<file path="src/hdl/mtof_pkg.sv">
// ----------------------------------------------------------------------------
// mtof_pkg
// Field widths, status codes and defaults for the median time offset filter.
// ----------------------------------------------------------------------------
package mtof_pkg;

    localparam int ADDR_W          = 32;
    localparam int TIME_W          = 34;
    localparam int OFS_W           = 35;
    localparam int ADJ_W           = 36;
    localparam int STAT_W          = 2;
    localparam int CNT_OUT_W       = 7;
    localparam int MIN_SAMPLES     = 5;
    localparam int DEF_MAX_SOURCES = 64;

    typedef logic signed [OFS_W-1:0] t_ofs;

    localparam logic [STAT_W-1:0] ST_OK   = 2'd0;
    localparam logic [STAT_W-1:0] ST_DUP  = 2'd1;
    localparam logic [STAT_W-1:0] ST_FULL = 2'd2;

endpackage

</file>
<file path="src/hdl/mtof_cmp.sv">
// ----------------------------------------------------------------------------
// mtof_cmp
// Shared comparator: equality for the source scan, signed greater-than for
// the sorted insertion walk.
// ----------------------------------------------------------------------------
module mtof_cmp (
    input  mtof_pkg::t_ofs i_a,
    input  mtof_pkg::t_ofs i_b,
    output logic           o_eq,
    output logic           o_gt
);
    import mtof_pkg::*;

    assign o_eq = (i_a == i_b);
    assign o_gt = (i_a > i_b);

endmodule

</file>
<file path="config.mk">
export PLATFORM = sky130hd
export DESIGN_NAME = mtof_cmp
export DESIGN_NICKNAME = d
export VERILOG_FILES = /design/src/hdl/mtof_pkg.sv /design/src/hdl/mtof_cmp.sv
export SDC_FILE = /design/constraint.sdc
export NUM_CORES = 1
export LEC_CHECK = 0
export ABC_AREA = 1
export BUFFER_PORTS_ARGS = -buffer_cell sky130_fd_sc_hd__buf_2
export CAP_MARGIN = 20
export CORE_UTILIZATION = 44
export DETAILED_ROUTE_END_ITERATION = 10
export MAX_ROUTING_LAYER = met4
export PLACE_DENSITY_LB_ADDON = 0.12
export SLEW_MARGIN = 20
export SYNTH_ARGS = -nofsm -noshare
export SYNTH_HDL_FRONTEND = slang
export SYNTH_SLANG_ARGS = --single-unit
</file>
<file path="constraint.sdc">
create_clock -name vclk -period 2.1
set_input_delay 0.42 -clock vclk [all_inputs]
set_output_delay 0.42 -clock vclk [all_outputs]
set_load 0.02 [all_outputs]
</file>
==> impl_results.html, run 1 <==
<table>
<tr><th>Metric</th><th>Value</th></tr>
<tr><th colspan="2">Yosys</th></tr>
<tr><td>Most frequent cell after synthesis</td><td>inv_1</td></tr>
<tr><td>Post-synth cell types</td><td>15</td></tr>
<tr><td>Synthesized instance count</td><td>180</td></tr>
<tr><td>Dominant cell type by area after synthesis</td><td>ha_1</td></tr>
<tr><td>Most frequent cells after synthesis</td><td>inv_1, nand2_1, ha_1</td></tr>
<tr><td>Count of warnings emitted by yosys</td><td>0</td></tr>
<tr><td>Net Count, Synth</td><td>285</td></tr>
<tr><td>Cell area after synthesis</td><td>1040 um2</td></tr>
<tr><td>Average instance area after synthesis</td><td>5.80 um2</td></tr>
<tr><td>Ranking of synthesized cells by area</td><td>ha_1, inv_1, nand2_1, nor2_1, a21oi_1</td></tr>
<tr><td>Synth top area share</td><td>0.419</td></tr>
<tr><td>Post-synthesis sequential area ratio</td><td>0</td></tr>
<tr><th colspan="2">Outcome</th></tr>
<tr><td>Stage at which the flow ended</td><td>global routing</td></tr>
<tr><td>Error that halted the flow</td><td>[ERROR DPL-0038] Utilization greater than 100%, impossible to legalize</td></tr>
<tr><td>Status</td><td>did not finish</td></tr>
<tr><th colspan="2">Floorplan</th></tr>
<tr><td>Chip height</td><td>50.7 um</td></tr>
<tr><td>Core Rows</td><td>17</td></tr>
<tr><td>Horizontal extent of the die</td><td>50.7 um</td></tr>
<tr><td>Starting density of the core</td><td>0.468</td></tr>
<tr><td>Boundary pin count</td><td>72</td></tr>
<tr><th colspan="2">Placement</th></tr>
<tr><td>Post-detailed-placement cell area</td><td>1500 um2</td></tr>
<tr><td>Routability Congestion</td><td>0.716</td></tr>
<tr><td>Final HPWL from detailed placement</td><td>2060 um</td></tr>
<tr><td>Number of cells in the design after placement</td><td>288</td></tr>
<tr><td>Total of buffers placed on input and output ports</td><td>72</td></tr>
<tr><th colspan="2">Clock tree</th></tr>
<tr><td>Post-cts hold buffer count</td><td>0</td></tr>
<tr><th colspan="2">Timing</th></tr>
<tr><td>Type of pin the worst path ends at</td><td>output port</td></tr>
<tr><td>Endpoint pin with the least setup slack after global-route repair</td><td>o_gt</td></tr>
<tr><th colspan="2">Global routing</th></tr>
<tr><td>Largest net degree at the start of global routing</td><td>4</td></tr>
</table>
-- repair_timing --
action	in CTS
setup buffers	6
endpoints found under the setup margin	1
pin swaps	40
gates resized for setup	84
-- kinds of logic after synthesis --
| logic type | Yosys count | share of synthesized area |
|---|---|---|
| AND/OR/NAND/NOR | 78 | 0.307 |
| buffers and inverters | 50 | 0.180 |
| adder cells (fa/ha/maj) | 35 | 0.419 |
| AO/OA/AOI/OAI | 17 | 0.0946 |
-- metrics by stage --
step,util,worst slack [ns]
after floorplan,-,0.0572
after global placement,0.673,-0.0915
after detailed placement,0.673,-0.166
after CTS,0.902,-0.0343
==> run 2: changes to the inputs <==
Settings changed: CORE_AREA set to 2 2 63 65, CORE_UTILIZATION 44 to unset, DIE_AREA set to 0 0 65 67, MAX_ROUTING_LAYER met4 to unset, PLACE_DENSITY_LB_ADDON 0.12 to 0.15.
==> run 2 against run 1 <==
The flow now finishes, with violations (setup timing). Synthesized area did not move. Synthesized cell count did not move.
==> impl_results.html, run 2 <==
<table>
<tr><th>Metric</th><th>Value</th></tr>
<tr><th colspan="2">Cells and area</th></tr>
<tr><td>Proportion of layout cells with a drive suffix above 1</td><td>0.654</td></tr>
<tr><td>Diode insertion count for antenna repair</td><td>0</td></tr>
<tr><td>Final net count</td><td>376</td></tr>
<tr><td>Number of cells in the finished layout apart from fillers</td><td>317</td></tr>
<tr><td>Area used by sequential logic in the layout</td><td>0 um2</td></tr>
<tr><td>Leading cell type in the layout, fill and taps excluded</td><td>buf_2</td></tr>
<tr><td>Most frequent cells in the layout</td><td>buf_2, nand2_1, inv_1, ha_4</td></tr>
<tr><td>Final core utilization</td><td>0.617</td></tr>
<tr><td>Total number of sequential cells</td><td>0</td></tr>
<tr><td>Clkbuf count</td><td>0</td></tr>
<tr><td>Growth of design area from synthesis to finish</td><td>113%</td></tr>
<tr><th colspan="2">Yosys</th></tr>
<tr><td>Count of warnings emitted by yosys</td><td>0 (unchanged)</td></tr>
<tr><td>Synth top area share</td><td>0.419 (unchanged)</td></tr>
<tr><td>Ranking of synthesized cells by area</td><td>ha_1, inv_1, nand2_1, nor2_1, a21oi_1</td></tr>
<tr><td>Net Count, Synth</td><td>285 (unchanged)</td></tr>
<tr><td>Most frequent cell after synthesis</td><td>inv_1</td></tr>
<tr><td>Cell area after synthesis</td><td>1040 um2 (unchanged)</td></tr>
<tr><td>Average instance area after synthesis</td><td>5.80 um2 (unchanged)</td></tr>
<tr><td>Synthesized instance count</td><td>180 (unchanged)</td></tr>
<tr><td>Post-synthesis sequential area ratio</td><td>0 (unchanged)</td></tr>
<tr><td>Dominant cell type by area after synthesis</td><td>ha_1</td></tr>
<tr><td>Most frequent cells after synthesis</td><td>inv_1, nand2_1, ha_1</td></tr>
<tr><td>Post-synth cell types</td><td>15 (unchanged)</td></tr>
<tr><th colspan="2">Timing</th></tr>
<tr><td>Peak Freq</td><td>457 MHz</td></tr>
<tr><td>Relative slew slack</td><td>0.842</td></tr>
<tr><td>Worst-Margin Slew</td><td>0.236 ns</td></tr>
<tr><td>Hold Fails Final Rpt</td><td>0</td></tr>
<tr><td>Unrepaired setup endpoints after global routing</td><td>yes</td></tr>
<tr><td>Post-route fraction of the period consumed by the critical path</td><td>1.04</td></tr>
<tr><td>Final WS setup</td><td>-0.0869 ns</td></tr>
<tr><td>Final setup fails</td><td>1</td></tr>
<tr><td>Tmin final</td><td>2.19 ns</td></tr>
<tr><td>Max-slew violations</td><td>0</td></tr>
<tr><th colspan="2">Outcome</th></tr>
<tr><td>Violations in the final reports</td><td>setup timing</td></tr>
<tr><td>Status</td><td>finished, violations left</td></tr>
<tr><th colspan="2">Routing</th></tr>
<tr><td>Total wire length</td><td>3370 um</td></tr>
<tr><td>Vias per cell</td><td>4.45</td></tr>
<tr><td>Drt pass-1 iters</td><td>4</td></tr>
<tr><td># DRC</td><td>0</td></tr>
<tr><td>Number of vias after detailed routing</td><td>1,410</td></tr>
<tr><td>Detailed router's first-iteration violation count</td><td>22</td></tr>
<tr><td>WL/cell</td><td>10.6 um</td></tr>
<tr><td>DRT antenna net count</td><td>0</td></tr>
<tr><th colspan="2">Setup path</th></tr>
<tr><td>Cell-by-cell listing of the critical path</td><td>buf_6 -&gt; ha_4 -&gt; buf_4 -&gt; a21oi_1 -&gt; o21ai_0 -&gt; nor2_1 -&gt; nand2_1 -&gt; nor2_2 -&gt; nand3_1 -&gt; nand2_1 -&gt; nor2_2 -&gt; buf_6</td></tr>
<tr><td>Sort of element at the start of the critical path</td><td>input port</td></tr>
<tr><td>Crit path buf inv count</td><td>3</td></tr>
<tr><td>Slowest library cell on the worst path</td><td>ha_4</td></tr>
<tr><td>Worst setup path category</td><td>in -&gt; out</td></tr>
<tr><td>Worst Path Required</td><td>1.68 ns</td></tr>
<tr><td>WP data arrival</td><td>1.77 ns</td></tr>
<tr><td>Family with the most delay on the worst path</td><td>simple AND/OR/NAND/NOR gates</td></tr>
<tr><td>Setup crit end kind</td><td>output port</td></tr>
<tr><td>Critical Path Max Stage Delay</td><td>0.24 ns</td></tr>
<tr><td>Max FO, Critical Path</td><td>2</td></tr>
<tr><th colspan="2">Floorplan</th></tr>
<tr><td>Core Footprint</td><td>3610 um2</td></tr>
<tr><td>Floorplan die area</td><td>4360 um2</td></tr>
<tr><td>Chip height</td><td>67 um (+32%)</td></tr>
<tr><td>Horizontal extent of the die</td><td>65 um (+28%)</td></tr>
<tr><td>Boundary pin count</td><td>72 (unchanged)</td></tr>
<tr><td>Starting density of the core</td><td>0.290 (-0.178)</td></tr>
<tr><td>Core Rows</td><td>22 (+5)</td></tr>
<tr><th colspan="2">Global routing</th></tr>
<tr><td>Number of global-route vias before repair</td><td>1,396</td></tr>
<tr><td>Largest net degree at the start of global routing</td><td>4</td></tr>
<tr><td>Initial antenna violation count</td><td>0</td></tr>
<tr><td>Global-route wire length before repair</td><td>5110 um</td></tr>
<tr><td>Global route total overflow</td><td>0</td></tr>
<tr><td>Overall fraction of global-route tracks in use</td><td>0.141</td></tr>
<tr><th colspan="2">Placement</th></tr>
<tr><td>Routability Congestion</td><td>0.717 (+0.15%)</td></tr>
<tr><td>Final HPWL from detailed placement</td><td>2280 um (+11%)</td></tr>
<tr><td>Total of buffers placed on input and output ports</td><td>72 (unchanged)</td></tr>
<tr><td>Number of cells in the design after placement</td><td>309 (+7.3%)</td></tr>
<tr><th colspan="2">Pwr</th></tr>
<tr><td>Leak Pwr</td><td>1.17 nW</td></tr>
<tr><td>Max VDD drop</td><td>0.0928 mV</td></tr>
<tr><td>Power per cell area</td><td>211 nW/um2</td></tr>
<tr><th colspan="2">Job</th></tr>
<tr><td>Number of maximum-capacitance violations</td><td>0</td></tr>
<tr><th colspan="2">Worst hold path</th></tr>
<tr><td>Hold crit path type</td><td>in -&gt; out</td></tr>
</table>
[run 2: layout make-up]
class	instances	area, um2
Multi-Input combinational cell	130	1360
Timing Repair Buffer	89	609
Inverter	50	195
Fill cell	344	1380
Tap cell	48	60.1
[run 2: report_power, final]
group	internal, mW	leakage (nW)	switching, mW
Combinational	0.257	1.17	0.213
Clock	0	0	0
Sequential	0	0	0
Total	0.257	1.17	0.213
[run 2: stage by stage]
step	setup WS (ns)	hold slack, ns	instance area, um2	power [mW]	TNS [ns]
after floorplan	0.0572	1.20	1050	0.149	0
after global placement	-0.133	1.47	1540	0.272	-0.133
after detailed placement	-0.139	1.49	1540	0.272	-0.139
after CTS	-0.0548	1.43	2070	0.425	-0.0548
after global routing	-0.156	1.55	2220	0.520	-0.201
final	-0.0869	1.52	2220	0.470	-0.0869
[run 2: logic make-up (layout without fill, tap and decap cells)]
group,Yosys count,count (layout),synth area share
AND/OR/NAND/NOR,78,78,0.307
buffers and inverters,50,139,0.180
AO/OA/AOI/OAI,17,17,0.0946
adder cells (fa/ha/maj),35,35,0.419
[run 2: repair_timing]
action,4_1_cts,5_1_grt
setup buffers,6,2
pin swaps,41,17
cloned,0,0
hold buffers,0,0
setup endpoints to repair,1,2
gates resized for setup,93,27
[run 2: worst paths after layout]
check | from | to | slack [ns] | depth (start not counted)
setup / recovery | i_a[34] | o_gt | -0.09 | 12
hold / removal | i_a[16] | o_eq | 1.52 | 7
[run 2: metal layers]
metal,up-vias,wire length [um],GRT usage
li1,737,-,-
met1,629,1350,0.160
met2,40,1840,0.296
met3,4,150,0.00338
met4,0,32,0.0160
met5,-,0,0
Note: power is estimated with default switching activity, not from simulation.
==> run 3: changes to the inputs <==
Settings changed: CAP_MARGIN 20 to unset.
Clock period 2.1 ns to 2.3 ns, I/O delays scaled along.
==> run 3 against run 2 <==
The run now ends clean. Non-clock buffer count down 15. Flip-flop and latch count did not move. Wire length down 22%. Die area stayed put. Largest cell class unchanged.
==> impl_results.html, run 3 (synthesized netlist as in run 2, its figures left out) <==
<table>
<tr><th>Metric</th><th>Value</th></tr>
<tr><th colspan="2">Outcome</th></tr>
<tr><td>Status</td><td>finished clean</td></tr>
<tr><th colspan="2">Cells and area</th></tr>
<tr><td>Total number of sequential cells</td><td>0 (unchanged)</td></tr>
<tr><td>Growth of design area from synthesis to finish</td><td>63.7%</td></tr>
<tr><td>Area used by sequential logic in the layout</td><td>0 um2 (unchanged)</td></tr>
<tr><td>Leading cell type in the layout, fill and taps excluded</td><td>buf_2</td></tr>
<tr><td>Clkbuf count</td><td>0 (unchanged)</td></tr>
<tr><td>Most frequent cells in the layout</td><td>buf_2, inv_1, nand2_1, ha_1, nor2_1</td></tr>
<tr><td>Final net count</td><td>361 (-4.0%)</td></tr>
<tr><td>Diode insertion count for antenna repair</td><td>0 (unchanged)</td></tr>
<tr><td>Area of all placed cells without fillers</td><td>1710 um2 (-23%)</td></tr>
<tr><td>Proportion of layout cells with a drive suffix above 1</td><td>0.421 (-0.233)</td></tr>
<tr><th colspan="2">Routing</th></tr>
<tr><td>Vias per cell</td><td>4.15 (-6.8%)</td></tr>
<tr><td>WL/cell</td><td>8.72 um (-18%)</td></tr>
<tr><td># DRC</td><td>0 (unchanged)</td></tr>
<tr><td>Detailed router's first-iteration violation count</td><td>9 (-59%)</td></tr>
<tr><td>DRT antenna net count</td><td>0 (unchanged)</td></tr>
<tr><td>Total wire length</td><td>2630 um (-22%)</td></tr>
<tr><td>Number of vias after detailed routing</td><td>1,252 (-11%)</td></tr>
<tr><td>Drt pass-1 iters</td><td>3 (-1)</td></tr>
<tr><th colspan="2">Floorplan</th></tr>
<tr><td>Floorplan die area</td><td>4360 um2 (unchanged)</td></tr>
<tr><td>Core Rows</td><td>22 (unchanged)</td></tr>
<tr><td>Starting density of the core</td><td>0.290 (unchanged)</td></tr>
<tr><td>Horizontal extent of the die</td><td>65 um (unchanged)</td></tr>
<tr><td>Chip height</td><td>67 um (unchanged)</td></tr>
<tr><td>Core Footprint</td><td>3610 um2 (unchanged)</td></tr>
<tr><td>Boundary pin count</td><td>72 (unchanged)</td></tr>
<tr><th colspan="2">Timing</th></tr>
<tr><td>Relative slew slack</td><td>0.866 (+0.0240)</td></tr>
<tr><td>Post-route fraction of the period consumed by the critical path</td><td>0.984</td></tr>
<tr><td>Hold Fails Final Rpt</td><td>0 (unchanged)</td></tr>
<tr><td>Setup TNS</td><td>0 ns (+0.0869 ns)</td></tr>
<tr><td>Peak Freq</td><td>442 MHz</td></tr>
<tr><td>Final setup fails</td><td>0 (-1)</td></tr>
<tr><td>Worst-Margin Slew</td><td>0.201 ns (-0.0341 ns)</td></tr>
<tr><td>Unrepaired setup endpoints after global routing</td><td>yes</td></tr>
<tr><td>Tmin final</td><td>2.26 ns</td></tr>
<tr><td>Max-slew violations</td><td>0 (unchanged)</td></tr>
<tr><th colspan="2">Global routing</th></tr>
<tr><td>Overall fraction of global-route tracks in use</td><td>0.104 (-0.0376)</td></tr>
<tr><td>Global route total overflow</td><td>0 (unchanged)</td></tr>
<tr><td>Number of global-route vias before repair</td><td>1,028 (-26%)</td></tr>
<tr><td>Largest net degree at the start of global routing</td><td>4 (unchanged)</td></tr>
<tr><td>Initial antenna violation count</td><td>0 (unchanged)</td></tr>
<tr><td>Global-route wire length before repair</td><td>3820 um (-25%)</td></tr>
<tr><th colspan="2">Pwr</th></tr>
<tr><td>Max VDD drop</td><td>0.0551 mV (-41%)</td></tr>
<tr><td>Total Power</td><td>0.285 mW (-39%)</td></tr>
<tr><td>Leak Pwr</td><td>1.05 nW (-10%)</td></tr>
<tr><td>Power per cell area</td><td>167 nW/um2 (-21%)</td></tr>
<tr><th colspan="2">Placement</th></tr>
<tr><td>Post-detailed-placement cell area</td><td>1480 um2 (-3.6%)</td></tr>
<tr><td>Final HPWL from detailed placement</td><td>2300 um (+0.80%)</td></tr>
<tr><td>Total of buffers placed on input and output ports</td><td>72 (unchanged)</td></tr>
<tr><td>Routability Congestion</td><td>0.714 (-0.50%)</td></tr>
<tr><th colspan="2">Job</th></tr>
<tr><td>Number of maximum-capacitance violations</td><td>0 (unchanged)</td></tr>
<tr><th colspan="2">Clock tree</th></tr>
<tr><td>Setup repair bufs after CTS</td><td>0 (-6)</td></tr>
<tr><td>Post-cts hold buffer count</td><td>0 (unchanged)</td></tr>
<tr><th colspan="2">Worst hold path</th></tr>
<tr><td>Hold crit path type</td><td>in -&gt; out</td></tr>
<tr><td>Number of instances on the worst hold path</td><td>6 (-1)</td></tr>
<tr><th colspan="2">Setup path</th></tr>
<tr><td>Sort of element at the start of the critical path</td><td>input port</td></tr>
<tr><td>Setup crit end kind</td><td>output port</td></tr>
<tr><td>Worst Path Required</td><td>1.84 ns (+0.16 ns)</td></tr>
<tr><td>Worst setup path category</td><td>in -&gt; out</td></tr>
<tr><td>WP data arrival</td><td>1.80 ns (+0.03 ns)</td></tr>
<tr><td>Max FO, Critical Path</td><td>3 (+1)</td></tr>
</table>
-- run 3: repair_timing --
action | in CTS | in global routing
gates resized for setup | 1 | 43
pin swaps | 1 | 14
setup endpoints to repair | 1 | 2
-- run 3: area by class of cell --
class,instances,area [um2]
repair buffers,74,428
fillers,384,1900
well taps,48,60.1
multi-input cells,130,1030
inverters,50,193
-- run 3: final timing paths --
kind,slack (ns),start,to
setup / recovery,0.04,i_b[26],o_gt
hold / removal,1.51,i_a[34],o_gt
-- run 3: stage by stage --
step / instances / util / hold WS, ns / worst slack [ns]
2_1_floorplan: 180 / - / 1.29 / 0.0982
3_3_place_gp: 302 / 0.410 / 1.55 / 0.0274
3_5_place_dp: 302 / 0.410 / 1.55 / -0.0197
4_1_cts: 302 / 0.411 / 1.54 / 0.0104
5_1_grt: 302 / 0.474 / 1.54 / -0.0971
6_report: 302 / 0.474 / 1.51 / 0.0379
-- run 3: power by group --
part           leakage (nW)  switching, mW  internal [mW]  total (mW)
Sequential                0              0              0           0
Combinational          1.05          0.139          0.146       0.285
Clock                     0              0              0           0
-- run 3: worst max-delay path, cell delays in order --
cell	delay (ns)
buf_2	0.07
inv_1	0.03
ha_1	0.29
nand2_2	0.08
nor2_2	0.13
nand2_1	0.08
nor2_2	0.09
nand2_1	0.07
nor2_2	0.09
nor2_2	0.05
nand3_1	0.06
nand2_1	0.05
nor2_1	0.10
buf_4	0.14
-- run 3: layer usage --
layer	wire (um)	track usage
met1	1210	0.141
met2	1280	0.192
met3	143	0.00338
met4	0	0
met5	0	0
